===== src/hdl/svsm_pkg.sv =====
// Package for the sampled value stream monitor.
// Types, field positions and finding bit codes. No dependencies.
package svsm_pkg;

  localparam int unsigned FindIdent    = 0;
  localparam int unsigned FindPub      = 1;
  localparam int unsigned FindDup      = 2;
  localparam int unsigned FindDiscont  = 3;
  localparam int unsigned FindAttrBase = 4;
  localparam int unsigned FindIval     = 10;
  localparam int unsigned FindRate     = 11;
  localparam int unsigned FindMeas     = 12;

  localparam logic [1:0] RegModulus = 2'd0;
  localparam logic [1:0] RegIval    = 2'd1;
  localparam logic [1:0] RegTol     = 2'd2;
  localparam logic [1:0] RegRate    = 2'd3;

  typedef enum logic [1:0] {
    KIND_SAMPLE,
    KIND_MEAS,
    KIND_IDENT
  } kind_e;

  // classified item passed from front end to back end
  typedef struct packed {
    kind_e        kind;
    logic [11:0]  stream_slot;
    logic [11:0]  logical_slot;
    logic [47:0]  source_mac;
    logic [15:0]  smp_cnt;
    logic         reordered;
    logic [47:0]  time_us;
    logic [7:0]   present;
    logic [31:0]  config_revision;
    logic [35:0]  sync_rate_vlan;
    logic [31:0]  quality;
    logic [31:0]  dataset_tag;
  } item_t;

  typedef struct packed {
    logic [16:0] modulus;
    logic [19:0] ival;
    logic [19:0] tol;
    logic [15:0] rate;
  } cfg_t;

  typedef enum logic [2:0] {
    ST_IDLE,
    ST_READ,
    ST_CALC,
    ST_MOD,
    ST_CHECK,
    ST_WRITE
  } bk_state_e;

endpackage


===== src/hdl/svsm_front.sv =====
// Front end: accepts items, drops those that give no result, classifies the
// rest and pushes them into a two entry queue. Depends on svsm_pkg.
module svsm_front #(
  parameter int unsigned STREAM_ENTRIES      = 64,
  parameter int unsigned LOGICAL_ENTRIES     = 64,
  parameter int unsigned MEASUREMENT_ENTRIES = 64
) (
  input  logic                clk_i,
  input  logic                rst_ni,
  input  logic                start_i,
  output logic                busy_o,
  input  logic                func_i,
  input  logic [5:0]          stream_slot_i,
  input  logic [5:0]          logical_slot_i,
  input  logic [47:0]         source_mac_i,
  input  logic [15:0]         smp_cnt_i,
  input  logic                reordered_i,
  input  logic [47:0]         time_us_i,
  input  logic [7:0]          attribute_present_i,
  input  logic [31:0]         config_revision_i,
  input  logic [35:0]         sync_rate_vlan_i,
  input  logic [31:0]         quality_i,
  input  logic [31:0]         dataset_tag_i,
  output logic                q_valid_o,
  output svsm_pkg::item_t     q_item_o,
  input  logic                q_pop_i,
  output logic                empty_o
);
  import svsm_pkg::*;

  item_t       fifo_q [2];
  logic        wr_ptr_q, rd_ptr_q;
  logic [1:0]  cnt_q;
  logic        take, keep, push;
  item_t       it;

  assign busy_o = (cnt_q == 2'd2);
  assign take   = start_i && !busy_o;
  assign empty_o = (cnt_q == 2'd0);

  always_comb begin
    it = '0;
    it.stream_slot     = {6'd0, stream_slot_i};
    it.logical_slot    = {6'd0, logical_slot_i};
    it.source_mac      = source_mac_i;
    it.smp_cnt         = smp_cnt_i;
    it.reordered       = reordered_i;
    it.time_us         = time_us_i;
    it.present         = attribute_present_i;
    it.config_revision = config_revision_i;
    it.sync_rate_vlan  = sync_rate_vlan_i;
    it.quality         = quality_i;
    it.dataset_tag     = dataset_tag_i;
    keep = 1'b0;
    it.kind = KIND_SAMPLE;
    if (func_i) begin
      it.kind = KIND_MEAS;
      keep = attribute_present_i[6] &&
             ({26'd0, stream_slot_i} < 32'(MEASUREMENT_ENTRIES));
    end else if (attribute_present_i[1]) begin
      if (!attribute_present_i[0]) begin
        it.kind = KIND_IDENT;
        keep = 1'b1;
      end else begin
        keep = ({26'd0, stream_slot_i} < 32'(STREAM_ENTRIES)) &&
               ({26'd0, logical_slot_i} < 32'(LOGICAL_ENTRIES));
      end
    end
  end

  assign push = take && keep;

  always_ff @(posedge clk_i) begin
    if (push) fifo_q[wr_ptr_q] <= it;
  end

  always_ff @(posedge clk_i or negedge rst_ni) begin
    if (!rst_ni) begin
      wr_ptr_q <= 1'b0;
      rd_ptr_q <= 1'b0;
      cnt_q    <= 2'd0;
    end else begin
      if (push) wr_ptr_q <= ~wr_ptr_q;
      if (q_pop_i) rd_ptr_q <= ~rd_ptr_q;
      cnt_q <= cnt_q + {1'b0, push} - {1'b0, q_pop_i};
    end
  end

  assign q_valid_o = (cnt_q != 2'd0);
  assign q_item_o  = fifo_q[rd_ptr_q];
endmodule


===== config.mk =====
export PLATFORM = sky130hd
export DESIGN_NAME = svsm_front
export DESIGN_NICKNAME = d
export VERILOG_FILES = /design/src/hdl/svsm_pkg.sv /design/src/hdl/svsm_front.sv
export SDC_FILE = /design/constraint.sdc
export NUM_CORES = 1
export LEC_CHECK = 0
export BUFFER_PORTS_ARGS = -buffer_cell sky130_fd_sc_hd__clkbuf_2
export CORE_ASPECT_RATIO = 0.5
export CORE_MARGIN = 2
export CORE_UTILIZATION = 25
export CTS_CLUSTER_SIZE = 10
export DETAILED_ROUTE_END_ITERATION = 7
export SLEW_MARGIN = 25
export SYNTH_ARGS = -nofsm -noshare
export SYNTH_HDL_FRONTEND = slang
export SYNTH_SLANG_ARGS = --single-unit

===== constraint.sdc =====
create_clock -name clk_i -period 33.5 [get_ports clk_i]
set_input_delay 6.7 -clock clk_i [delete_from_list [all_inputs] [get_ports clk_i]]
set_output_delay 6.7 -clock clk_i [all_outputs]
set_load 0.005 [all_outputs]

==> results of run 1 <==
## power by group through the flow
stage                     clock (mW)  combinational, mW  sequential [mW]
after global routing           0.622              0.581            0.885
after detailed placement           0              0.558            0.892
final                          0.580              0.550            0.877
after global placement             0              0.556            0.890
after CTS                      0.598              0.559            0.879
after floorplan                    0              0.370            0.907
## cell families after synthesis
| group | Yosys count | synth area share, % |
|---|---|---|
| simple gates | 6 | 0.172 |
| mux | 268 | 18.5 |
| other cells | 1 | 0.0184 |
| buf+inv | 45 | 2.03 |
| fa+ha+maj | 2 | 0.123 |
| flops | 538 | 79.0 |
| xor+xnor | 4 | 0.172 |
## registers in the layout (all words and copies together) (netlist names)
| name | count |
|---|---|
| cnt_q | 2 |
| fifo_q | 534 |
| rd_ptr_q | 1 |
| wr_ptr_q | 1 |
## how the worst min path moves through the flow
stage                          to
5_1_grt        cnt_q[1]$_DFF_PN0_
2_1_floorplan  cnt_q[1]$_DFF_PN0_
3_5_place_dp   cnt_q[1]$_DFF_PN0_
6_report       cnt_q[1]$_DFF_PN0_
4_1_cts        cnt_q[1]$_DFF_PN0_
3_3_place_gp   cnt_q[1]$_DFF_PN0_
## routing by layer
metal | vias up | wire length (um) | global-route usage [%] | part of all wire, %
li1 | 4573 | - | - | -
met1 | 5363 | 17800 | 12.1 | 34
met2 | 212 | 30800 | 22.7 | 58
met3 | 86 | 2160 | 2.26 | 4.1
met4 | 0 | 1930 | 5.57 | 3.7
met5 | - | 0 | 0 | 0
## worst max-delay path, delay by kind of cell (launching register included)
| family | cells | cell delay (ps) |
|---|---|---|
| multiplexers | 1 | 380 |
| flip-flops | 1 | 970 |
| buffers and inverters | 3 | 1860 |
## cell type report
cell class                      instances  area, um^2  share of cell area, %
Sequential cell                       538       16100                   62.1
Multi-Input combinational cell        292        3930                   15.1
Timing Repair Buffer                  550        2820                   10.8
Clock buffer                           77        1570                   6.02
Tap cell                             1102        1380                   5.31
Clock inverter                          6         110                  0.424
Antenna cell                           16        40.0                  0.154
Inverter                                3        11.3                 0.0433
## layout by cell type, fill, tap and decap left out
master and count:
diode_2 16, clkbuf_1 17, bufinv_16 1, clkinv_1 1, xnor2_1 3, nor3b_1 1, or2_2 1, buf_4 8
xor2_1 1, clkinvlp_4 1, clkbuf_16 60, clkinv_16 2, clkbuf_2 539, nor2b_1 1, inv_6 1, inv_1 3
conb_1 12, ha_1 2, buf_12 3, mux2_4 201, mux2_2 67, nor2_4 2, dfrtp_4 1, nand3b_1 1
dfrtp_1 3, edfxtp_1 534
==> metrics, run 1 <==
outcome finished clean; power consumption 2.01 mW; Placed Cells incl. Taps 2,484; count of final max-slew check failures 0; sequential group share of total power 43.7%; RSZ-0062 raised after global routing no; type of element launching the critical path register; Internal 1.46 mW; worst-margin pin slew 1060 ps; leading post-synthesis cells by instance count 534 x edfxtp_1, 201 x mux2_4, 67 x mux2_2; wire length of the first global-routing pass 70,400 um; post-layout worst setup margin 22,790 ps; ratio of final minimum period to clock period 32.0%; worst hold margin 516 ps; fraction of layout instances using a drive strength above 1 60.5%; max_slew headroom 29.5%; max frequency 0.0933 GHz; post-CTS clock slew at the launch and capture registers of the worst setup and hold paths 60 ps; proportion of netlist area held by the largest area contributor 78.5%; most frequent cell after synthesis edfxtp_1; CP endpoint kind output pin; Final nets 1,717; start point of the worst hold path cnt_q[1]$_DFF_PN0_; worst reg-to-reg path cell count 5; part of the power in the clock network 28.9%; buffer type at the clock tree root clkbuf_16; crit path kind register to output pin; reg-to-reg critical path endpoint fifo_q[1][66]$_DFFE_PP_; worst-case register-to-register setup slack 30,160 ps; power dissipated by switching net loads 546 uW; cell type contributing the most total cell area after synthesis edfxtp_1; async set-reset flop share out of synthesis 0.743%; final worst clock skew 50.0 ps; data arrival time at the worst-slack endpoint 4010 ps; Final Setup Violations 0; number of warnings reported in the yosys synthesis log 0; initial antenna violation count 12; Max Cap Viol 0; post-route core utilization 32.0%; PostCTS Resize Cnt 0; maximum number of pins on one net before global-route repair 132; final weighted congestion in routability-driven placement 0.865; initial standard-cell utilization of the core 25.1%; non-filler instance count after layout 2,584; number of clock sinks 538; Total Wirelength 52,600 um; count of boundary I/O pins 552; CP max stage delay 970 ps; data required time at the worst endpoint 26,800 ps; Routed wire per std cell 20.4 um; number of buffers inserted by port buffering 539; switching power as a share of total power 27.2%; final global-route overflow total 0; Core Rows 74; count of flip-flops with a built-in enable after synthesis 534; number of nets still failing antenna checks after routing 0; placed standard-cell area 0.0243 mm^2; number of buffers on the longest clock path 3; area of all placed cells without fillers 0.0260 mm^2; Worst-Skew Late Latency 630 ps; Worst Path Max Fanout 57; number of hold buffers added after cts 0; timing startpoint of the critical path rd_ptr_q$_DFFE_PN0P_; share of power burned in combinational logic 27.4%; most frequently used flop master after synthesis edfxtp_1; dominant cell type by count on the critical path buf_4; vias per cell 3.96; Synth cell types 17; vias in the first global route 10,200; worst hold path stage count 1; TritonCTS clock tree built; path class of the lowest-slack min-delay path register to register; Die Area 0.0841 mm^2; leakage power 10.0 nW; Synth Area per Inst 23.6 um^2; placeable core area 0.0813 mm^2; relative area change from synthesis to final layout 27.3%; share of the yosys chip area belonging to registers 79.0%; master of the slowest instance on the critical path dfrtp_4; worst vdd rail ir drop 47.3 uV; Fin. Hold Viols 0; Post-route DRC 0; power density over the cells 77.2 mW/mm^2; first-iteration detailed-routing DRC count 755; fillcell total 7,951; endpoint of the worst setup timing path q_item_o[128]; H-Tree Depth 2; Reg2Reg Launch Point cnt_q[1]$_DFF_PN0_; Placement Setup Slack 23,370 ps; height of the die 206 um; DR pass1 iterations 4; TritonCTS buffer count 60; global-route total usage across every layer 11.7%; combined area of all synthesized cells 0.0204 mm^2; accumulated negative setup slack 0 ps; chain of cells forming the critical path buf_4 > buf_4 > mux2_4 > clkbuf_2; number of storage elements in the synthesis netlist 538; Setup Buffers After CTS 0; Syn Inst Count 864; top cells by area, synth edfxtp_1 79%, mux2_4 15%, mux2_2 3.7%; vias 10,200; dpl hpwl 38,000 um; die boundary width 408 um; Final Critical Period 10,710 ps
No activity file was read; power rests on OpenSTA's default activity.
==> run 2: changes to the inputs <==
Settings changed: ABC_AREA set to 1.
Clock period 33.5 ns to 10.7 ns, I/O delays scaled along.
==> run 2 against run 1 <==
Effect of this change:
- via count is essentially flat
- design area about the same
- worst setup slack worse by 17000 ps
- clock power rose to 3.1 times the previous value
- clock-buffer cell count decreased by 2
==> metrics, run 2 <==
outcome finished clean (unchanged); data required time at the worst endpoint 8560 ps (was 26,800 ps); Final Critical Period 5120 ps; Total Wirelength 50,700 um (was 52,600 um); PostCTS Resize Cnt 0 (unchanged); vias per cell 3.95 (was 3.96); Final Setup Violations 0 (unchanged); leakage power 10.1 nW (was 10.0 nW); accumulated negative setup slack 0 ps (unchanged); placed standard-cell area 0.0243 mm^2 (about the same); top cells by area, synth edfxtp_1 78%, mux2_4 15%, mux2_2 3.6% (was edfxtp_1 79%, mux2_4 15%, mux2_2 3.7%); count of boundary I/O pins 552 (unchanged); wire length of the first global-routing pass 68,600 um (was 70,400 um); number of clock sinks 538 (unchanged); number of buffers on the longest clock path 3 (unchanged); vias 10,200 (about the same); Syn Inst Count 877 (was 864); start point of the worst hold path wr_ptr_q$_DFFE_PN0P_ (was cnt_q[1]$_DFF_PN0_); Routed wire per std cell 19.6 um (was 20.4 um); most common cell after layout, fill and taps aside clkbuf_2 (unchanged); Die Area 0.0842 mm^2 (was 0.0841 mm^2); fraction of layout instances using a drive strength above 1 59.9% (was 60.5%); data arrival time at the worst-slack endpoint 2980 ps (was 4010 ps); final weighted congestion in routability-driven placement 0.847 (was 0.865); ratio of final minimum period to clock period 47.9%; vias in the first global route 10,300 (was 10,200); Max Cap Viol 0 (unchanged); max_slew headroom 36.2% (was 29.5%); most frequently used flop master after synthesis edfxtp_1 (unchanged); H-Tree Depth 2 (unchanged); worst vdd rail ir drop 204 uV (was 47.3 uV); number of hold buffers added after cts 0 (unchanged); Reg2Reg Launch Point cnt_q[1]$_DFF_PN0_ (unchanged); RSZ-0062 raised after global routing no (unchanged); worst-margin pin slew 956 ps (was 1060 ps); buffer type at the clock tree root clkbuf_16 (unchanged); number of warnings reported in the yosys synthesis log 0 (unchanged); CP endpoint kind output pin (unchanged); dominant cell type by count on the critical path buf_16 (was buf_4); Synth Area per Inst 23.3 um^2 (was 23.6 um^2); final worst clock skew 48.5 ps (was 50.0 ps); TritonCTS buffer count 60 (unchanged); count of final max-slew check failures 0 (unchanged); register name with the most flops fifo_q (unchanged); power density over the cells 238 mW/mm^2 (was 77.2 mW/mm^2); Synth cell types 16 (was 17); chain of cells forming the critical path buf_16 > buf_4 > buf_16 > mux2_2 > clkbuf_2 (was buf_4 > buf_4 > mux2_4 > clkbuf_2); Worst-Skew Late Latency 620 ps (was 630 ps); top library cells by usage in the layout, fill and taps aside 539 x clkbuf_2, 534 x edfxtp_1, 201 x mux2_4, 66 x mux2_2, 60 x clkbuf_16 (was 539 x clkbuf_2, 534 x edfxtp_1, 201 x mux2_4, 67 x mux2_2, 60 x clkbuf_16); share of the yosys chip area belonging to registers 78.9% (was 79.0%); number of storage elements in the synthesis netlist 538 (unchanged); DR pass1 iterations 5 (was 4); type of element launching the critical path register (unchanged); height of the die 206 um (about the same); flip-flop count of the largest register after layout 534 (unchanged); cell type contributing the most total cell area after synthesis edfxtp_1 (unchanged); post-CTS clock slew at the launch and capture registers of the worst setup and hold paths 50 ps (was 60 ps); master of the slowest instance on the critical path dfrtp_4 (unchanged); Fin. Hold Viols 0 (unchanged); Core Rows 74 (unchanged); Post-route DRC 0 (unchanged); power consumption 6.18 mW (was 2.01 mW); maximum number of pins on one net before global-route repair 136 (was 132); Placed Cells incl. Taps 2,494 (was 2,484); first-iteration detailed-routing DRC count 681 (was 755); Setup Buffers After CTS 0 (unchanged); Worst Path Max Fanout 51 (was 57); combined area of all synthesized cells 0.0204 mm^2 (about the same); leading post-synthesis cells by instance count 534 x edfxtp_1, 201 x mux2_4, 66 x mux2_2 (was 534 x edfxtp_1, 201 x mux2_4, 67 x mux2_2); dpl hpwl 35,700 um (was 38,000 um); count of flip-flops with a built-in enable after synthesis 534 (unchanged); initial antenna violation count 13 (was 12); most frequent cell after synthesis edfxtp_1 (unchanged); Final nets 1,728 (was 1,717); CP max stage delay 700 ps (was 970 ps); initial standard-cell utilization of the core 25.1% (about the same); area of all placed cells without fillers 0.0260 mm^2 (about the same); biggest registers after layout fifo_q x534, cnt_q x2 (unchanged); path class of the lowest-slack min-delay path register to register (unchanged); global-route total usage across every layer 11.2% (was 11.7%); die boundary width 408 um (about the same); timing startpoint of the critical path rd_ptr_q$_DFFE_PN0P_ (unchanged); max frequency 0.195 GHz; crit path kind register to output pin (unchanged); final global-route overflow total 0 (unchanged); number of buffers inserted by port buffering 539 (unchanged); number of nets still failing antenna checks after routing 0 (unchanged); non-filler instance count after layout 2,588 (was 2,584); post-route core utilization 32.0% (about the same); relative area change from synthesis to final layout 27.2% (was 27.3%); placeable core area 0.0813 mm^2 (unchanged); TritonCTS clock tree built (unchanged); async set-reset flop share out of synthesis 0.743% (unchanged); proportion of netlist area held by the largest area contributor 78.4% (was 78.5%)
## run 2: cell types whose count changed after synthesis, sizes merged, moves of 2 or more
cell / previous run / this run
nor2: 2 / 4
nand2: 0 / 9
xnor2: 3 / 1
inv: 3 / 10
## run 2: routing by layer
layer  track usage (%)  up-vias  routed length (um)
li1                  -     4616                   -
met1              11.1     5295               16900
met2              22.2      205               30100
met3              2.55      104                2020
met4              4.85       10                1660
met5                 0        -                  72
## run 2: power by group
group / leakage (nW) / internal [mW] / total, mW / switching (mW)
sequential: 4.92 / 2.59 / 2.66 / 0.0752
clock: 0.800 / 1.01 / 1.79 / 0.782
combinational: 4.37 / 0.892 / 1.73 / 0.836
total: 10.1 / 4.49 / 6.18 / 1.69
## run 2: worst max-delay path, delay by kind of cell, from the launching register on
family / cells / cell delay (ps)
buf+inv: 4 / 1150
flops: 1 / 700
mux: 1 / 380
## run 2: through the flow
step	setup WS, ps	hold slack, ps
after floorplan	857	442
after global placement	5350	480
after detailed placement	5380	470
after CTS	5130	482
after global routing	5460	530
final	5580	484
## run 2: cell type report
cell class / instances / area (um^2)
Tap cell: 1102 / 1380
Sequential cell: 538 / 16100
Multi-Input combinational cell: 298 / 3920
Clock inverter: 7 / 95.1
Fill cell: 7938 / 55300
Clock buffer: 75 / 1560
Inverter: 10 / 50.0
Timing Repair Buffer: 548 / 2840
Antenna cell: 10 / 25.0
## run 2: logic make-up (layout without fill, tap and decap cells)
group           after synthesis  count (layout)  synth area share [%]
simple gates                 14              14                 0.263
other cells                   1              22                0.0183
fa+ha+maj                     2               2                 0.122
compound gates                1               1                0.0245
mux                         267             267                  18.4
buf+inv                      52             640                  2.15
xor+xnor                      2               2                0.0857
flops                       538             538                  78.9
## run 2: path summary, 6_finish.rpt
check	endpoint	slack [ps]	cells past startpoint
setup / recovery	q_item_o[246]	5580	5
hold / removal	wr_ptr_q$_DFFE_PN0P_	480	2
setup reg to reg	fifo_q[1][140]$_DFFE_PP_	7240	5
hold reg to reg	wr_ptr_q$_DFFE_PN0P_	480	2
max in group asynchronous	rd_ptr_q$_DFFE_PN0P_	9240	1
min in group asynchronous	wr_ptr_q$_DFFE_PN0P_	1310	1
==> run 3: changes to the inputs <==
Clock period 10.7 ns to 4.45 ns, I/O delays scaled along.
==> run 3 against run 2 <==
Effect of this change:
- worst setup slack worse by 4600 ps
- die area did not move
- worst hold slack got worse by 400 ps
- register-to-register slack worse by 5000 ps
- via count down 0.23%
- sequential share of layout area shrank 0.39 points
- global-route usage fell by 0.17 points
- critical path depth fell by 2
- critical endpoint is now q_item_o[243]
- largest cell class unchanged
==> metrics, run 3 (synthesis results as in run 2) <==
fillcell total 7,950 (was 7,938); final worst clock skew 22.9 ps (was 48.5 ps); Total Wirelength 49,800 um (was 50,700 um); outcome finished clean (unchanged); top library cells by usage in the layout, fill and taps aside 539 x clkbuf_2, 534 x edfxtp_1, 201 x mux2_4, 66 x mux2_2, 60 x clkbuf_16 (unchanged); timing startpoint of the critical path rd_ptr_q$_DFFE_PN0P_ (unchanged); post-route core utilization 32.2% (was 32.0%); Placed Cells incl. Taps 2,507 (was 2,494); wire length of the first global-routing pass 67,800 um (was 68,600 um); final global-route overflow total 0 (unchanged); Final Setup Violations 0 (unchanged); number of hold buffers added after cts 0 (unchanged); data required time at the worst endpoint 3560 ps (was 8560 ps); TritonCTS clock tree built (unchanged); fraction of layout instances using a drive strength above 1 60.7% (was 59.9%); initial standard-cell utilization of the core 25.1% (unchanged); first-iteration detailed-routing DRC count 646 (was 681); Max Cap Viol 0 (unchanged); Die Area 0.0842 mm^2 (unchanged); most common cell after layout, fill and taps aside clkbuf_2 (unchanged); relative area change from synthesis to final layout 28.0% (was 27.2%); global-route total usage across every layer 11.0% (was 11.2%); non-filler instance count after layout 2,589 (was 2,588); power density over the cells 567 mW/mm^2 (was 238 mW/mm^2); vias per cell 3.94 (was 3.95); number of buffers on the longest clock path 3 (unchanged); number of buffers inserted by port buffering 539 (unchanged); length of routed met2 wiring 28,800 um (was 30,100 um); number of nets still failing antenna checks after routing 0 (unchanged); biggest registers after layout fifo_q x534, cnt_q x2 (unchanged); path class of the lowest-slack min-delay path input port to asynchronous set/reset pin (was register to register); placed standard-cell area 0.0245 mm^2 (was 0.0243 mm^2); power consumption 14.8 mW (was 6.18 mW); register name with the most flops fifo_q (unchanged); Core Rows 74 (unchanged); share of power burned in combinational logic 27.7% (was 27.9%); Internal 10.8 mW (was 4.49 mW); count of boundary I/O pins 552 (unchanged); sequential group share of total power 43.4% (was 43.1%); flip-flop count of the largest register after layout 534 (unchanged); placeable core area 0.0813 mm^2 (unchanged); ratio of final minimum period to clock period 79.1%; initial antenna violation count 10 (was 13); Fin. Hold Viols 0 (unchanged); Final Critical Period 3520 ps; Post-route DRC 0 (unchanged); die boundary width 408 um (unchanged); Routed wire per std cell 19.2 um (was 19.6 um); H-Tree Depth 2 (unchanged); TritonCTS buffer count 60 (unchanged); Routed met1 length 17,200 um (was 16,900 um); reg-to-reg critical path endpoint fifo_q[1][241]$_DFFE_PP_ (was fifo_q[1][140]$_DFFE_PP_); Setup Buffers After CTS 0 (unchanged); worst-case register-to-register setup slack 2230 ps (was 7240 ps); worst vdd rail ir drop 322 uV (was 204 uV); endpoint of the worst setup timing path q_item_o[243] (was q_item_o[246]); switching power as a share of total power 27.1% (was 27.4%); maximum number of pins on one net before global-route repair 136 (unchanged); DR pass1 iterations 5 (unchanged); uppermost signal routing layer after detailed routing met5 (unchanged); power dissipated by switching net loads 4.03 mW (was 1.69 mW); final weighted congestion in routability-driven placement 0.802 (was 0.847); wire length on met3 1890 um (was 2020 um); max frequency 0.284 GHz; vias in the first global route 10,500 (was 10,300); RSZ-0062 raised after global routing no (unchanged); type of element launching the critical path register (unchanged); leakage power 10.2 nW (was 10.1 nW); post-layout worst setup margin 928 ps (was 5580 ps); crit path kind register to output pin (unchanged); dpl hpwl 35,600 um (was 35,700 um); number of clock sinks 538 (unchanged); worst reg-to-reg path cell count 4 (was 5); height of the die 206 um (unchanged); Reg2Reg Launch Point cnt_q[1]$_DFF_PN0_ (unchanged); buffer type at the clock tree root clkbuf_16 (unchanged); area of all placed cells without fillers 0.0262 mm^2 (was 0.0260 mm^2); Placement Setup Slack 1480 ps (was 5380 ps); data arrival time at the worst-slack endpoint 2630 ps (was 2980 ps); vias 10,200 (about the same); CP endpoint kind output pin (unchanged); Worst-Skew Late Latency 620 ps (about the same); max_slew headroom 40.9% (was 36.2%); Worst Path Max Fanout 38 (was 51); part of the power in the clock network 28.8% (was 29.0%); PostCTS Resize Cnt 0 (unchanged); worst-margin pin slew 884 ps (was 956 ps); Final nets 1,739 (was 1,728); post-CTS clock slew at the launch and capture registers of the worst setup and hold paths 60 ps (was 50 ps); count of final max-slew check failures 0 (unchanged)
run 3: stage by stage:
stage	hold WS, ps	setup TNS, ps
floorplan	442	-558040
global placement	464	0
detailed placement	458	0
CTS	33.2	0
global route	49.3	0
finish	86.4	0
run 3: worst min path at each step:
stage | end | slack (ps) | cells after the start
after floorplan | wr_ptr_q$_DFFE_PN0P_ | 440 | 2
after global placement | wr_ptr_q$_DFFE_PN0P_ | 460 | 2
after detailed placement | wr_ptr_q$_DFFE_PN0P_ | 460 | 2
after CTS | rd_ptr_q$_DFFE_PN0P_ | 30 | 1
after global routing | rd_ptr_q$_DFFE_PN0P_ | 50 | 1
final | rd_ptr_q$_DFFE_PN0P_ | 90 | 1
run 3: power groups by stage:
stage	registers, mW	clock network (mW)	logic [mW]
after CTS	6.47	4.44	4.22
after global placement	6.54	0	4.20
after detailed placement	6.57	0	4.21
after floorplan	6.50	0	2.72
after global routing	6.51	4.62	4.38
final	6.45	4.28	4.11
run 3: layout make-up:
cell class | instances | area (um^2) | area share (%)
Sequential cell | 538 | 16100 | 61.7
Antenna cell | 4 | 10.0 | 0.0383
Multi-Input combinational cell | 298 | 3940 | 15.1
Clock buffer | 74 | 1560 | 5.98
Timing Repair Buffer | 559 | 3010 | 11.5
Tap cell | 1102 | 1380 | 5.27
Inverter | 10 | 61.3 | 0.234
Clock inverter | 4 | 58.8 | 0.225
run 3: worst max-delay path, cell delays in order, from the launching register on:
cell and delay, ps:
dfrtp_4 970, buf_4 480, mux2_2 390, clkbuf_2 120
run 3: routing by layer:
layer | vias up | global-route usage [%]
met5 | - | 0
met4 | 6 | 4.96
met3 | 109 | 2.37
met2 | 202 | 21.5
met1 | 5272 | 11.2
li1 | 4617 | -
